[config.mk]
export PLATFORM = sky130hd
export DESIGN_NAME = one_wire_bus_master
export DESIGN_NICKNAME = d
export VERILOG_FILES = /design/src/hw/rtl/owbm_pkg.sv /design/src/hw/rtl/owbm_queue.sv /design/src/hw/rtl/owbm_front.sv /design/src/hw/rtl/owbm_back.sv /design/src/hw/rtl/one_wire_bus_master.sv
export SDC_FILE = /design/constraint.sdc
export NUM_CORES = 1
export LEC_CHECK = 0
export BUFFER_PORTS_ARGS = -buffer_cell sky130_fd_sc_hd__buf_4
export CAP_MARGIN = 20
export CELL_PAD_IN_SITES_DETAIL_PLACEMENT = 2
export CELL_PAD_IN_SITES_GLOBAL_PLACEMENT = 2
export CORE_MARGIN = 3
export CORE_UTILIZATION = 39
export CTS_BUF_LIST = sky130_fd_sc_hd__clkbuf_8 sky130_fd_sc_hd__clkbuf_16
export DETAILED_ROUTE_END_ITERATION = 8
export PLACE_DENSITY_LB_ADDON = 0.1
export SLEW_MARGIN = 40
export SYNTH_ARGS = -nofsm -noshare
export SYNTH_HDL_FRONTEND = slang
export SYNTH_SLANG_ARGS = --single-unit
[constraint.sdc]
create_clock -name clock -period 3.3 [get_ports clock]
set_input_delay 0.66 -clock clock [delete_from_list [all_inputs] [get_ports clock]]
set_output_delay 0.66 -clock clock [all_outputs]
set_load 0.03 [all_outputs]
[src/hw/rtl/owbm_pkg.sv]
// Shared types and constants for the one-wire bus master.
// Depends on nothing; the front, queue and back-end modules import it.
package owbm_pkg;

   localparam int CFG_W              = 12;
   localparam int CFG_COUNT          = 8;
   localparam int CFG_IDX_W          = 3;
   localparam int TIME_BITS_DEFAULT  = 12;
   localparam int QUEUE_DEPTH_DEFAULT = 4;

   // request codes on the input channel
   localparam logic [2:0] REQ_TICK        = 3'd0;
   localparam logic [2:0] REQ_RESET       = 3'd1;
   localparam logic [2:0] REQ_WRITE       = 3'd2;
   localparam logic [2:0] REQ_WRITE_PU    = 3'd3;
   localparam logic [2:0] REQ_READ        = 3'd4;
   localparam logic [2:0] REQ_SET_PU      = 3'd5;

   // configuration register indexes
   localparam logic [CFG_IDX_W-1:0] CFG_RESET_LOW   = 3'd0;
   localparam logic [CFG_IDX_W-1:0] CFG_RESET_WAIT  = 3'd1;
   localparam logic [CFG_IDX_W-1:0] CFG_WRITE_ONE   = 3'd2;
   localparam logic [CFG_IDX_W-1:0] CFG_WRITE_ZERO  = 3'd3;
   localparam logic [CFG_IDX_W-1:0] CFG_SLOT        = 3'd4;
   localparam logic [CFG_IDX_W-1:0] CFG_READ_LOW    = 3'd5;
   localparam logic [CFG_IDX_W-1:0] CFG_READ_WAIT   = 3'd6;
   localparam logic [CFG_IDX_W-1:0] CFG_PULLUP      = 3'd7;

   // configuration reset values
   localparam logic [CFG_W-1:0] RST_RESET_LOW  = 12'd480;
   localparam logic [CFG_W-1:0] RST_RESET_WAIT = 12'd80;
   localparam logic [CFG_W-1:0] RST_WRITE_ONE  = 12'd6;
   localparam logic [CFG_W-1:0] RST_WRITE_ZERO = 12'd60;
   localparam logic [CFG_W-1:0] RST_SLOT       = 12'd70;
   localparam logic [CFG_W-1:0] RST_READ_LOW   = 12'd6;
   localparam logic [CFG_W-1:0] RST_READ_WAIT  = 12'd9;

   localparam logic [7:0] BYTE_MSB = 8'h80;
   localparam logic [7:0] BYTE_LSB = 8'h01;

   typedef struct packed {
      logic [2:0] req_type;
      logic [7:0] data_byte;
      logic       bus_level;
      logic       pullup_request;
   } owbm_req_type;

   typedef struct packed {
      logic       drive_low;
      logic       strong_pullup_on;
      logic       busy_res;
      logic       done_res;
      logic [7:0] byte_read;
      logic       reset_sample_high;
      logic       rejected;
   } owbm_rsp_type;

   // classified item as it travels from front to back end
   typedef enum logic [2:0] {
      KIND_TICK,
      KIND_RESET,
      KIND_WRITE,
      KIND_WRITE_PU,
      KIND_READ,
      KIND_SET_PU,
      KIND_NONE
   } owbm_kind_type;

   typedef struct packed {
      owbm_kind_type kind;
      logic [7:0]    data_byte;
      logic          bus_level;
      logic          pullup_request;
   } owbm_item_type;

   typedef struct packed {
      logic full;
      logic empty;
   } owbm_qstat_type;

endpackage

[src/hw/rtl/owbm_queue.sv]
// Short item queue between the front end and the back end.
// Depends on owbm_pkg for the item and status types.
module owbm_queue
   import owbm_pkg::*;
#(
   parameter int DEPTH = QUEUE_DEPTH_DEFAULT
) (
   input  logic           clock,
   input  logic           reset,
   input  logic           push,
   input  owbm_item_type  push_item,
   input  logic           pop,
   output owbm_item_type  pop_item,
   output owbm_qstat_type status
);

   localparam int PTR_W = (DEPTH > 1) ? $clog2(DEPTH) : 1;
   localparam int CNT_W = $clog2(DEPTH + 1);
   localparam logic [PTR_W-1:0] LAST_PTR = PTR_W'(DEPTH - 1);
   localparam logic [CNT_W-1:0] FULL_CNT = CNT_W'(DEPTH);

   owbm_item_type    entries_ff [DEPTH];
   logic [PTR_W-1:0] wr_ptr_ff, wr_ptr_in;
   logic [PTR_W-1:0] rd_ptr_ff, rd_ptr_in;
   logic [CNT_W-1:0] count_ff, count_in;

   always_comb begin
      wr_ptr_in = wr_ptr_ff;
      rd_ptr_in = rd_ptr_ff;
      count_in  = count_ff;
      if (push) begin
         wr_ptr_in = (wr_ptr_ff == LAST_PTR) ? '0 : wr_ptr_ff + PTR_W'(1);
      end
      if (pop) begin
         rd_ptr_in = (rd_ptr_ff == LAST_PTR) ? '0 : rd_ptr_ff + PTR_W'(1);
      end
      if (push && !pop) begin
         count_in = count_ff + CNT_W'(1);
      end else if (pop && !push) begin
         count_in = count_ff - CNT_W'(1);
      end
   end

   always_ff @(posedge clock) begin
      if (reset) begin
         wr_ptr_ff <= '0;
         rd_ptr_ff <= '0;
         count_ff  <= '0;
      end else begin
         wr_ptr_ff <= wr_ptr_in;
         rd_ptr_ff <= rd_ptr_in;
         count_ff  <= count_in;
      end
   end

   always_ff @(posedge clock) begin
      if (push) begin
         entries_ff[wr_ptr_ff] <= push_item;
      end
   end

   assign pop_item     = entries_ff[rd_ptr_ff];
   assign status.full  = (count_ff == FULL_CNT);
   assign status.empty = (count_ff == '0);

endmodule

[src/hw/rtl/owbm_front.sv]
// Front end: takes request transfers and classifies them for the back end.
// Depends on owbm_pkg for the request, item and queue status types.
module owbm_front
   import owbm_pkg::*;
(
   input  logic           req_valid,
   output logic           req_stall,
   input  owbm_req_type   req_data,
   input  owbm_qstat_type qstat,
   output logic           push,
   output owbm_item_type  push_item
);

   owbm_kind_type kind;

   always_comb begin
      unique case (req_data.req_type)
         REQ_TICK:     kind = KIND_TICK;
         REQ_RESET:    kind = KIND_RESET;
         REQ_WRITE:    kind = KIND_WRITE;
         REQ_WRITE_PU: kind = KIND_WRITE_PU;
         REQ_READ:     kind = KIND_READ;
         REQ_SET_PU:   kind = KIND_SET_PU;
         default:      kind = KIND_NONE;
      endcase
   end

   assign req_stall                = qstat.full;
   assign push                     = req_valid && !qstat.full;
   assign push_item.kind           = kind;
   assign push_item.data_byte      = req_data.data_byte;
   assign push_item.bus_level      = req_data.bus_level;
   assign push_item.pullup_request = req_data.pullup_request;

endmodule

[src/hw/rtl/owbm_back.sv]
// Back end: slot timing engine, configuration registers and result register.
// Depends on owbm_pkg for the item, response and configuration constants.
module owbm_back
   import owbm_pkg::*;
#(
   parameter int TIME_BITS = TIME_BITS_DEFAULT
) (
   input  logic                 clock,
   input  logic                 reset,
   input  logic                 csr_we,
   input  logic [CFG_IDX_W-1:0] csr_index,
   input  logic [CFG_W-1:0]     csr_wdata,
   input  owbm_qstat_type       qstat,
   input  owbm_item_type        item,
   output logic                 pop,
   output logic                 rsp_valid,
   input  logic                 rsp_stall,
   output owbm_rsp_type         rsp_data
);

   localparam int CW = (TIME_BITS > CFG_W) ? TIME_BITS : CFG_W;
   localparam logic [CW-1:0] TMAX = CW'((1 << TIME_BITS) - 1);
   localparam logic [TIME_BITS-1:0] T_ONE = TIME_BITS'(1);
   localparam logic [2:0] LAST_BIT = 3'd7;

   typedef enum logic [2:0] {
      OP_IDLE,
      OP_RESET,
      OP_WRITE,
      OP_WRITE_PU,
      OP_READ
   } op_type;

   function automatic logic [TIME_BITS-1:0] clamp_time(input logic [CFG_W-1:0] v);
      logic [CW-1:0] ext;
      ext = CW'(v);
      clamp_time = (ext > TMAX) ? TMAX[TIME_BITS-1:0] : ext[TIME_BITS-1:0];
   endfunction

   function automatic logic [CFG_W-1:0] write_wait(input logic [CFG_W-1:0] slot,
                                                   input logic [CFG_W-1:0] low);
      write_wait = (slot > low) ? slot - low : '0;
   endfunction

   // configuration
   logic [CFG_W-1:0] reset_low_ff, reset_wait_ff, write_one_ff, write_zero_ff;
   logic [CFG_W-1:0] slot_ff, read_low_ff, read_wait_ff;
   logic             pullup_present_ff;

   // engine state
   op_type               op_ff, op_in;
   logic                 phase_ff, phase_in;
   logic [TIME_BITS-1:0] time_ff, time_in;
   logic [2:0]           bit_ff, bit_in;
   logic [7:0]           shift_ff, shift_in;
   logic                 pullup_ff, pullup_in;
   logic                 presence_ff, presence_in;
   logic                 line_ff, line_in;
   logic [7:0]           result_ff, result_in;
   logic                 rsp_valid_ff;
   owbm_rsp_type         rsp_data_ff, rsp_data_in;

   logic [TIME_BITS-1:0] t_reset_low, t_reset_wait, t_one_low, t_zero_low;
   logic [TIME_BITS-1:0] t_read_low, t_read_wait, t_one_wait, t_zero_wait;
   logic                 done, rejected, busy;
   logic [7:0]           read_shift;

   assign t_reset_low  = clamp_time(reset_low_ff);
   assign t_reset_wait = clamp_time(reset_wait_ff);
   assign t_one_low    = clamp_time(write_one_ff);
   assign t_zero_low   = clamp_time(write_zero_ff);
   assign t_read_low   = clamp_time(read_low_ff);
   assign t_read_wait  = clamp_time(read_wait_ff);
   assign t_one_wait   = clamp_time(write_wait(slot_ff, write_one_ff));
   assign t_zero_wait  = clamp_time(write_wait(slot_ff, write_zero_ff));

   assign pop        = !qstat.empty && (!rsp_valid_ff || !rsp_stall);
   assign busy       = (op_ff != OP_IDLE);
   assign read_shift = (shift_ff >> 1) | (item.bus_level ? BYTE_MSB : 8'h00);

   always_comb begin
      op_in       = op_ff;
      phase_in    = phase_ff;
      time_in     = time_ff;
      bit_in      = bit_ff;
      shift_in    = shift_ff;
      pullup_in   = pullup_ff;
      presence_in = presence_ff;
      line_in     = line_ff;
      result_in   = result_ff;
      done        = 1'b0;
      rejected    = 1'b0;

      case (item.kind)
         KIND_TICK: begin
            if (busy) begin
               if (!phase_ff) begin
                  if (time_ff <= T_ONE) begin
                     // end of low phase: release and start the wait
                     line_in  = 1'b0;
                     phase_in = 1'b1;
                     case (op_ff)
                        OP_RESET: time_in = t_reset_wait;
                        OP_READ:  time_in = t_read_wait;
                        default:  time_in = (|(shift_ff & BYTE_LSB)) ? t_one_wait
                                                                     : t_zero_wait;
                     endcase
                     if (op_ff == OP_WRITE_PU && bit_ff == LAST_BIT && pullup_present_ff) begin
                        pullup_in = 1'b1;
                     end
                  end else begin
                     time_in = time_ff - T_ONE;
                  end
               end else if (time_ff > T_ONE) begin
                  time_in = time_ff - T_ONE;
               end else begin
                  // end of slot
                  if (op_ff == OP_RESET) begin
                     presence_in = item.bus_level;
                     done        = 1'b1;
                  end else if (op_ff == OP_READ) begin
                     shift_in = read_shift;
                     if (bit_ff == LAST_BIT) begin
                        result_in = read_shift;
                        done      = 1'b1;
                     end
                  end else if (bit_ff == LAST_BIT) begin
                     done = 1'b1;
                  end else begin
                     shift_in = shift_ff >> 1;
                  end
                  if (done) begin
                     op_in    = OP_IDLE;
                     phase_in = 1'b0;
                     time_in  = '0;
                     bit_in   = '0;
                     line_in  = 1'b0;
                  end else begin
                     // next slot starts low on this same tick
                     bit_in   = bit_ff + 3'd1;
                     line_in  = 1'b1;
                     phase_in = 1'b0;
                     if (op_ff == OP_READ) begin
                        time_in = t_read_low;
                     end else begin
                        time_in = shift_ff[1] ? t_one_low : t_zero_low;
                     end
                  end
               end
            end
         end
         KIND_RESET, KIND_WRITE, KIND_WRITE_PU, KIND_READ: begin
            if (busy) begin
               rejected = 1'b1;
            end else begin
               bit_in   = '0;
               line_in  = 1'b1;
               phase_in = 1'b0;
               if (item.kind == KIND_RESET) begin
                  op_in   = OP_RESET;
                  time_in = t_reset_low;
               end else if (item.kind == KIND_READ) begin
                  op_in    = OP_READ;
                  shift_in = '0;
                  time_in  = t_read_low;
               end else begin
                  op_in    = (item.kind == KIND_WRITE) ? OP_WRITE : OP_WRITE_PU;
                  shift_in = item.data_byte;
                  time_in  = (|(item.data_byte & BYTE_LSB)) ? t_one_low : t_zero_low;
               end
            end
         end
         KIND_SET_PU: begin
            if (busy) begin
               rejected = 1'b1;
            end else begin
               if (pullup_present_ff) begin
                  pullup_in = item.pullup_request;
               end
               done = 1'b1;
            end
         end
         default: begin
         end
      endcase

      rsp_data_in.drive_low         = line_in;
      rsp_data_in.strong_pullup_on  = pullup_in & pullup_present_ff;
      rsp_data_in.busy_res          = (op_in != OP_IDLE);
      rsp_data_in.done_res          = done;
      rsp_data_in.byte_read         = result_in;
      rsp_data_in.reset_sample_high = presence_in;
      rsp_data_in.rejected          = rejected;
   end

   always_ff @(posedge clock) begin
      if (reset) begin
         op_ff        <= OP_IDLE;
         phase_ff     <= 1'b0;
         time_ff      <= '0;
         bit_ff       <= '0;
         shift_ff     <= '0;
         pullup_ff    <= 1'b0;
         presence_ff  <= 1'b1;
         line_ff      <= 1'b0;
         result_ff    <= '0;
         rsp_valid_ff <= 1'b0;
      end else if (pop) begin
         op_ff        <= op_in;
         phase_ff     <= phase_in;
         time_ff      <= time_in;
         bit_ff       <= bit_in;
         shift_ff     <= shift_in;
         pullup_ff    <= pullup_in;
         presence_ff  <= presence_in;
         line_ff      <= line_in;
         result_ff    <= result_in;
         rsp_valid_ff <= 1'b1;
      end else if (!rsp_stall) begin
         rsp_valid_ff <= 1'b0;
      end
   end

   always_ff @(posedge clock) begin
      if (pop) begin
         rsp_data_ff <= rsp_data_in;
      end
   end

   always_ff @(posedge clock) begin
      if (reset) begin
         reset_low_ff      <= RST_RESET_LOW;
         reset_wait_ff     <= RST_RESET_WAIT;
         write_one_ff      <= RST_WRITE_ONE;
         write_zero_ff     <= RST_WRITE_ZERO;
         slot_ff           <= RST_SLOT;
         read_low_ff       <= RST_READ_LOW;
         read_wait_ff      <= RST_READ_WAIT;
         pullup_present_ff <= 1'b0;
      end else if (csr_we) begin
         unique case (csr_index)
            CFG_RESET_LOW:  reset_low_ff      <= csr_wdata;
            CFG_RESET_WAIT: reset_wait_ff     <= csr_wdata;
            CFG_WRITE_ONE:  write_one_ff      <= csr_wdata;
            CFG_WRITE_ZERO: write_zero_ff     <= csr_wdata;
            CFG_SLOT:       slot_ff           <= csr_wdata;
            CFG_READ_LOW:   read_low_ff       <= csr_wdata;
            CFG_READ_WAIT:  read_wait_ff      <= csr_wdata;
            CFG_PULLUP:     pullup_present_ff <= csr_wdata[0];
            default: begin
            end
         endcase
      end
   end

   assign rsp_valid = rsp_valid_ff;
   assign rsp_data  = rsp_data_ff;

endmodule

[src/hw/rtl/one_wire_bus_master.sv]
// One-wire bus master, one item per microsecond tick or command.
// A result passes from its request transfer through a queue entry and then the
// result register. The back end takes one item per cycle while the result
// register is not held by rsp_stall. Synchronous active-high reset empties the
// queue, idles the engine and restores the register defaults.
// Top level; depends on owbm_pkg, owbm_front, owbm_queue and owbm_back.
module one_wire_bus_master
   import owbm_pkg::*;
#(
   parameter int TIME_BITS   = TIME_BITS_DEFAULT,
   parameter int QUEUE_DEPTH = QUEUE_DEPTH_DEFAULT
) (
   input  logic                 clock,
   input  logic                 reset,
   input  logic                 req_valid,
   output logic                 req_stall,
   input  owbm_req_type         req_data,
   output logic                 rsp_valid,
   input  logic                 rsp_stall,
   output owbm_rsp_type         rsp_data,
   input  logic                 csr_we,
   input  logic [CFG_IDX_W-1:0] csr_index,
   input  logic [CFG_W-1:0]     csr_wdata
);

   owbm_qstat_type qstat;
   owbm_item_type  push_item, pop_item;
   logic           push, pop;

   owbm_front u_front (
      .req_valid (req_valid),
      .req_stall (req_stall),
      .req_data  (req_data),
      .qstat     (qstat),
      .push      (push),
      .push_item (push_item)
   );

   owbm_queue #(
      .DEPTH (QUEUE_DEPTH)
   ) u_queue (
      .clock     (clock),
      .reset     (reset),
      .push      (push),
      .push_item (push_item),
      .pop       (pop),
      .pop_item  (pop_item),
      .status    (qstat)
   );

   owbm_back #(
      .TIME_BITS (TIME_BITS)
   ) u_back (
      .clock     (clock),
      .reset     (reset),
      .csr_we    (csr_we),
      .csr_index (csr_index),
      .csr_wdata (csr_wdata),
      .qstat     (qstat),
      .item      (pop_item),
      .pop       (pop),
      .rsp_valid (rsp_valid),
      .rsp_stall (rsp_stall),
      .rsp_data  (rsp_data)
   );

endmodule

======== Word level (Yosys, flattened, before mapping) ========
Memories as Yosys holds them, arrays and structs flattened. A register that Yosys moved wholly into a read port is not among the register bits.
Index checks and enable logic that the tools add are counted.
word-level totals
  register bits ........................... 145
  latch bits .............................. 0
  bits in writable memories ............... 52
  memory bits (read-only) ................. 0
  input bits .............................. 33
  output and inout bits ................... 16
  logic and storage cells ................. 222
  memories kept ........................... 1
cells by class
  $add $sub $neg .......................... 8
  $mul .................................... 0
  divide/modulo/power cells ............... 0
  order comparisons ....................... 12
  equality and inequality tests ........... 32
  shift-type cells ........................ 0
  mux-type cells .......................... 105
  bitwise operators ....................... 2
  reductions and logical operators ........ 34
memory list
  memory              words  bits a word  read ports  clocked after memory_dff  wr ports  RTL line          RTL
  u_queue.entries_ff  4      13           1           1                         1         owbm_queue.sv:22  owbm_item_type entries_ff [DEPTH];
operators with widths
  cell                                                                               number
  12-bit two-way mux                                                                 22
  8-bit two-way mux                                                                  17
  12-bit greater-than comparator (second input constant)                             8
  12-bit case mux with 2 select lines                                                2
  3-bit two-way mux                                                                  14
  1-bit two-way mux                                                                  38
  3-bit == test (second input constant)                                              11
  12-bit greater-than comparator                                                     2
  12-bit subtractor                                                                  2
  3-bit by 2-bit == test with 1-bit output (second input constant)                   7
  3-bit case mux with 6 select lines                                                 1
  8-bit case mux with 2 select lines                                                 1
  2-bit AND reduction                                                                8
  3-bit by 1-bit == test with 1-bit output (second input constant)                   4
  12-bit by 1-bit greater-than comparator with 1-bit output (second input constant)  1
  12-bit by 1-bit <= comparator with 1-bit output (second input constant)            1
  3-bit logical NOT                                                                  4
  3-bit case mux with 2 select lines                                                 2
  12-bit by 1-bit subtractor with 12-bit output (second input constant)              1
  9-bit AND reduction                                                                1
  2-bit two-way mux                                                                  4
  2-bit != test (second input constant)                                              4
  7-bit by 8-bit bitwise OR with 8-bit output                                        1
  1-bit case mux with 2 select lines                                                 4
  16 further kinds                                                                   33

======== Depth between registers and ports, before layout ========
  depth after elaboration ................. 13
  gate-level depth with buffers ........... 11
  depth with buffers taken out ............ 11

======== Cells and area by module ========
From an unflattened synthesis, not the netlist that was laid out.
second synthesis, totals
  cell total of the unflattened synthesis .. 1,149
  area total of the unflattened synthesis .. 10,442.5 µm²
modules (own cells, without submodules)
  module      instances  cells an instance  area an instance (µm²)  seq. area each (µm²)
  owbm_back   1          1,023              8,016.4                 2,902.8
  owbm_queue  1          111                2,322.2                 1,741.7
  owbm_front  1          15                 103.8                   0.0

======== Worst setup path before layout ========
No wires, ideal clock.
  kind .................................... reg-to-reg
  start ................................... reg u_back.slot_ff[0]
  end ..................................... reg u_back.time_ff[3]
  library setup time ...................... 0.117 ns
  arrival time ............................ 2.382 ns
  data required time ...................... 3.183 ns
  slack ................................... 0.801 ns
  cell stages (with the launch flop) ...... 12
  buffers on the path ..................... 1
  period minus slack after synthesis ...... 2.499 ns
  cells stage by stage .................... dfxtp_1 inv_1 ha_1 inv_1 fa_1 nand3_1 a211oi_1 a2111o_1 and3_1 buf_4 a221o_1 a32o_1
on the way
  word-level cells in the longest chain between the ends .. 10
  elaborated cells between the ends (all ways) .. 16
  those cells by class .................... add/sub: 2; order compare: 4; mux: 10
ends and longest elaborated chain
  element                                                                     RTL line          RTL
  from (decl)                                                                 owbm_back.sv:47   logic [CFG_W-1:0] slot_ff, read_low_ff, read_wait_ff;
  from (signal assigned)                                                      owbm_back.sv:246  CFG_SLOT: slot_ff <= csr_wdata;
  12-bit subtractor / 12-bit greater-than comparator (equally long branches)  owbm_back.sv:42   write_wait = (slot > low) ? slot - low : '0;
  12-bit two-way mux                                                          owbm_back.sv:42
  12-bit greater-than comparator                                              owbm_back.sv:37   clamp_time = (ext > TMAX) ? TMAX[TIME_BITS-1:0] : ext[TIME_BITS-1:0];
  12-bit two-way mux                                                          owbm_back.sv:37
  12-bit two-way mux (*)                                                      owbm_back.sv:105  default: time_in = (|(shift_ff & BYTE_LSB)) ? t_one_wait
  12-bit case mux with 2 select lines (*)                                     owbm_back.sv:102  case (op_ff)
  12-bit two-way mux (*)                                                      owbm_back.sv:98   if (time_ff <= T_ONE) begin
  12-bit two-way mux (*)                                                      owbm_back.sv:97   if (!phase_ff) begin
  12-bit two-way mux (*)                                                      owbm_back.sv:96   if (busy) begin
  12-bit case mux with 2 select lines (*)                                     owbm_back.sv:94   case (item.kind)
  to (signal assigned)                                                        owbm_back.sv:211  time_ff <= time_in;
  to (decl)                                                                   owbm_back.sv:53   logic [TIME_BITS-1:0] time_ff, time_in;
Every way passes the cells marked *; elsewhere a longest branch is shown, timed or not. The select of a mux whose other input is x is not followed.
A chain may end at the register's enable or synchronous reset.

==> impl_metrics.tcl <==
set metrics [dict create \
    wl_met3_um 1933 \
    synth_cell_types 74 \
    synth_seq_cells 199 \
    synthAdderAreaFrac_pct 4.718 \
    final_nets 1232 \
    startpoint_type "flip-flop" \
    die-area_mm2 0.02837 \
    max-slew-margin-rel_pct 44.37 \
    path_cells "mux4_2 -> nor3_4 -> and3_4 -> a21boi_4 -> a211oi_4 -> nor2_1 -> a211oi_1" \
    p_per_area_mw_per_mm2 880.7 \
    avgSynthCellArea_um2 9.058 \
    wl_met2_um 18040 \
    synthSimpleGateAreaFrac_pct 19.53 \
    antenna_found_initial 2 \
    synthMuxAreaShare_pct 5.411 \
    slowest_delay_ps 690 \
    vias_per_cell 6.054 \
    drt_iter0_markers 770 \
    crit_type "reg -> reg" \
    clockBufferDepth 2 \
    worst_ep_required_time_ps 3660 \
    synth_fp_nets 1206 \
    netlist_top_cells_area "dfxtp_1, edfxtp_1, nand2_1" \
    n_antenna_cell 0 \
    slowest_stage "mux4_2" \
    cts_buffers 17 \
    ir_drop_mv 0.4905 \
    max_cap_viol_count 0 \
    grt_pass1_wl_um 60870 \
    path_clk_slew_ps 90 \
    htree_levels 4 \
    postRouteAntennaNets 0 \
    layout_min_cycle_time_ps 3079 \
    crit_fanout 16 \
    wire_per_inst_um 26.39 \
    clk_latency_ps 450 \
    switching_power_w 0.004624 \
    firstDrtPassIters 7 \
    die-width_um 168.4 \
    end_kind "flip-flop" \
    critPathArrivalTime_ps 3440 \
    yosysTopAreaCell "dfxtp_1" \
    ios 49 \
    hold_viol 0 \
    wl_um 39720 \
    power.internal_w 0.005612 \
    largest_register_ffs 52 \
    hp-class "in -> reg" \
    area_growth_syn_to_layout_pct 12.95 \
    grt_max_degree 49 \
    regMostFlops "u_queue.entries_ff" \
    p_sw_share_pct 45.17 \
    drc_errors 0 \
    wl_met1_um 18320 \
    pre_cts_ws_ps 168.5 \
    worstMarginPinSlew_ps 834.4 \
    synth_seq_area_share_pct 45.14 \
    initial_core_util_pct 40.28 \
    final_common_cell "nand2_1" \
    synthArstFlopShare_pct 0 \
    setup_tns_ps 0 \
    io_buffers 48 \
    cts.sinks 199 \
    synth-compound-area-share_pct 19.43 \
    drv_slew 0 \
    p_seq_share_pct 31.6 \
    overflow 0 \
    synthCells 1136 \
    p_leak_nw 4.199 \
    synthXorXnorAreaFrac_pct 1.873 \
    top_layer "met5" \
    worst_slack_ps 221.0 \
    max_freq_mhz 324.8 \
    synth_top_family_by_area "simple AND/OR/NAND/NOR gates" \
    chipHeight_um 168.4 \
    first_global_vias 9693 \
    combPwrFrac_pct 46.9 \
    final_cell_mix "nand2_1, dfxtp_1, a21oi_1" \
    clock_power_share_pct 21.5 \
    cts_tree "done" \
    synth_top_area_share_pct 25.88 \
    grt_setup_unrepaired "no" \
    status "finished, final reports clean" \
    dr_total_vias 9111 \
    setup_violations 0 \
    layout-drive-gt1-share_pct 13.28 \
    syn_area_mm2 0.01029 \
    fin_skew_ps 19.34 \
    track_usage_pct 28.24 \
    yosysWarningCount 0 \
    cts-root-buf "clkbuf_16" \
    place_congestion 0.8704 \
    fin_crit_sh_pct 93.30 \
    core_mm2 0.02554 \
    synth_top_flop_cell "dfxtp_1" \
    synth_edf_count 66 \
    dp_hpwl_um 29360 \
    rows 58 \
]
==> power groups by stage <==
| stage | combinational [W] | clock, W | sequential, W |
|---|---|---|---|
| floorplan | 0.00292 | 0 | 0.00326 |
| global placement | 0.00441 | 0 | 0.00324 |
| detailed placement | 0.00457 | 0 | 0.00328 |
| CTS | 0.00464 | 0.00223 | 0.00323 |
| global route | 0.00516 | 0.00234 | 0.00327 |
| finish | 0.00480 | 0.00221 | 0.00323 |
==> per-layer routing <==
| metal | GRT usage, % | vias to the layer above |
|---|---|---|
| li1 | - | 4156 |
| met1 | 39.36 | 4620 |
| met2 | 43.96 | 253 |
| met3 | 5.048 | 78 |
| met4 | 10.60 | 4 |
| met5 | 0 | - |
==> critical path: cells and delay by family, from the launching register on <==
family	cells	cell delay, ps
multiplexers	1	690
AO/OA/AOI/OAI	3	930
flip-flops	1	510
AND/OR/NAND/NOR	3	850
==> path summary, 6_finish.rpt <==
| path | cells after the start | end | slack [ps] | from |
|---|---|---|---|---|
| min | 1 | u_queue.entries_ff[2][6] | 410 | req_data[6] |
| max | 7 | u_back.shift_ff[1] | 220 | flip-flop |
| min reg2reg | 2 | u_back.reset_wait_ff[1] | 460 | u_back.reset_wait_ff[1] |
| max reg2reg | 7 | u_back.shift_ff[1] | 220 | flip-flop |
==> cells in the mapped netlist (all sizes together), types with 20 or more instances <==
master / instances
nor3: 20
a22oi: 20
a21oi: 117
nor2: 82
inv: 36
clkbuf: 62
nand2: 216
o211ai: 23
ha: 34
edfxtp: 66
dfxtp: 133
o21ai: 46
==> area by class of cell <==
cell class,count,area [um2]
clock buffer,17,425.4
clock inverter,15,192.7
multi-input combinational,834,5256
timing repair buffer,74,555.5
inverter,36,135.1
sequential,199,4644
tap,330,412.9
fill,2765,13920
==> through the flow <==
| stage | utilization (%) | total power (W) | cell area, um2 | hold WS (ps) | instances |
|---|---|---|---|---|---|
| 6_report | 45.50 | 0.01024 | 11620 | 409.7 | 1505 |
| 5_1_grt | 45.50 | 0.01078 | 11620 | 401.9 | 1505 |
| 4_1_cts | 45.40 | 0.01010 | 11600 | 400.0 | 1502 |
| 3_5_place_dp | 42.98 | 0.007852 | 10980 | 454.3 | 1470 |
| 3_3_place_gp | 42.96 | 0.007648 | 10970 | 442.4 | 1470 |
| 2_1_floorplan | - | 0.006183 | 10290 | 433.2 | 1136 |
==> cell families after synthesis <==
group	count (synthesis)
muxes	38
adders and majority gates	37
xor gates and xnor gates	22
DFF	199
and+or+nand+nor	428
buffers and inverters	103
AOI/OAI and AO/OA	309
==> timing repair <==
item	in CTS	in global routing
buffers inserted	0	3
resized for setup	0	1
setup endpoints to repair	0	12
hold buffers	0	0
No activity file was read; power rests on OpenSTA's default activity.
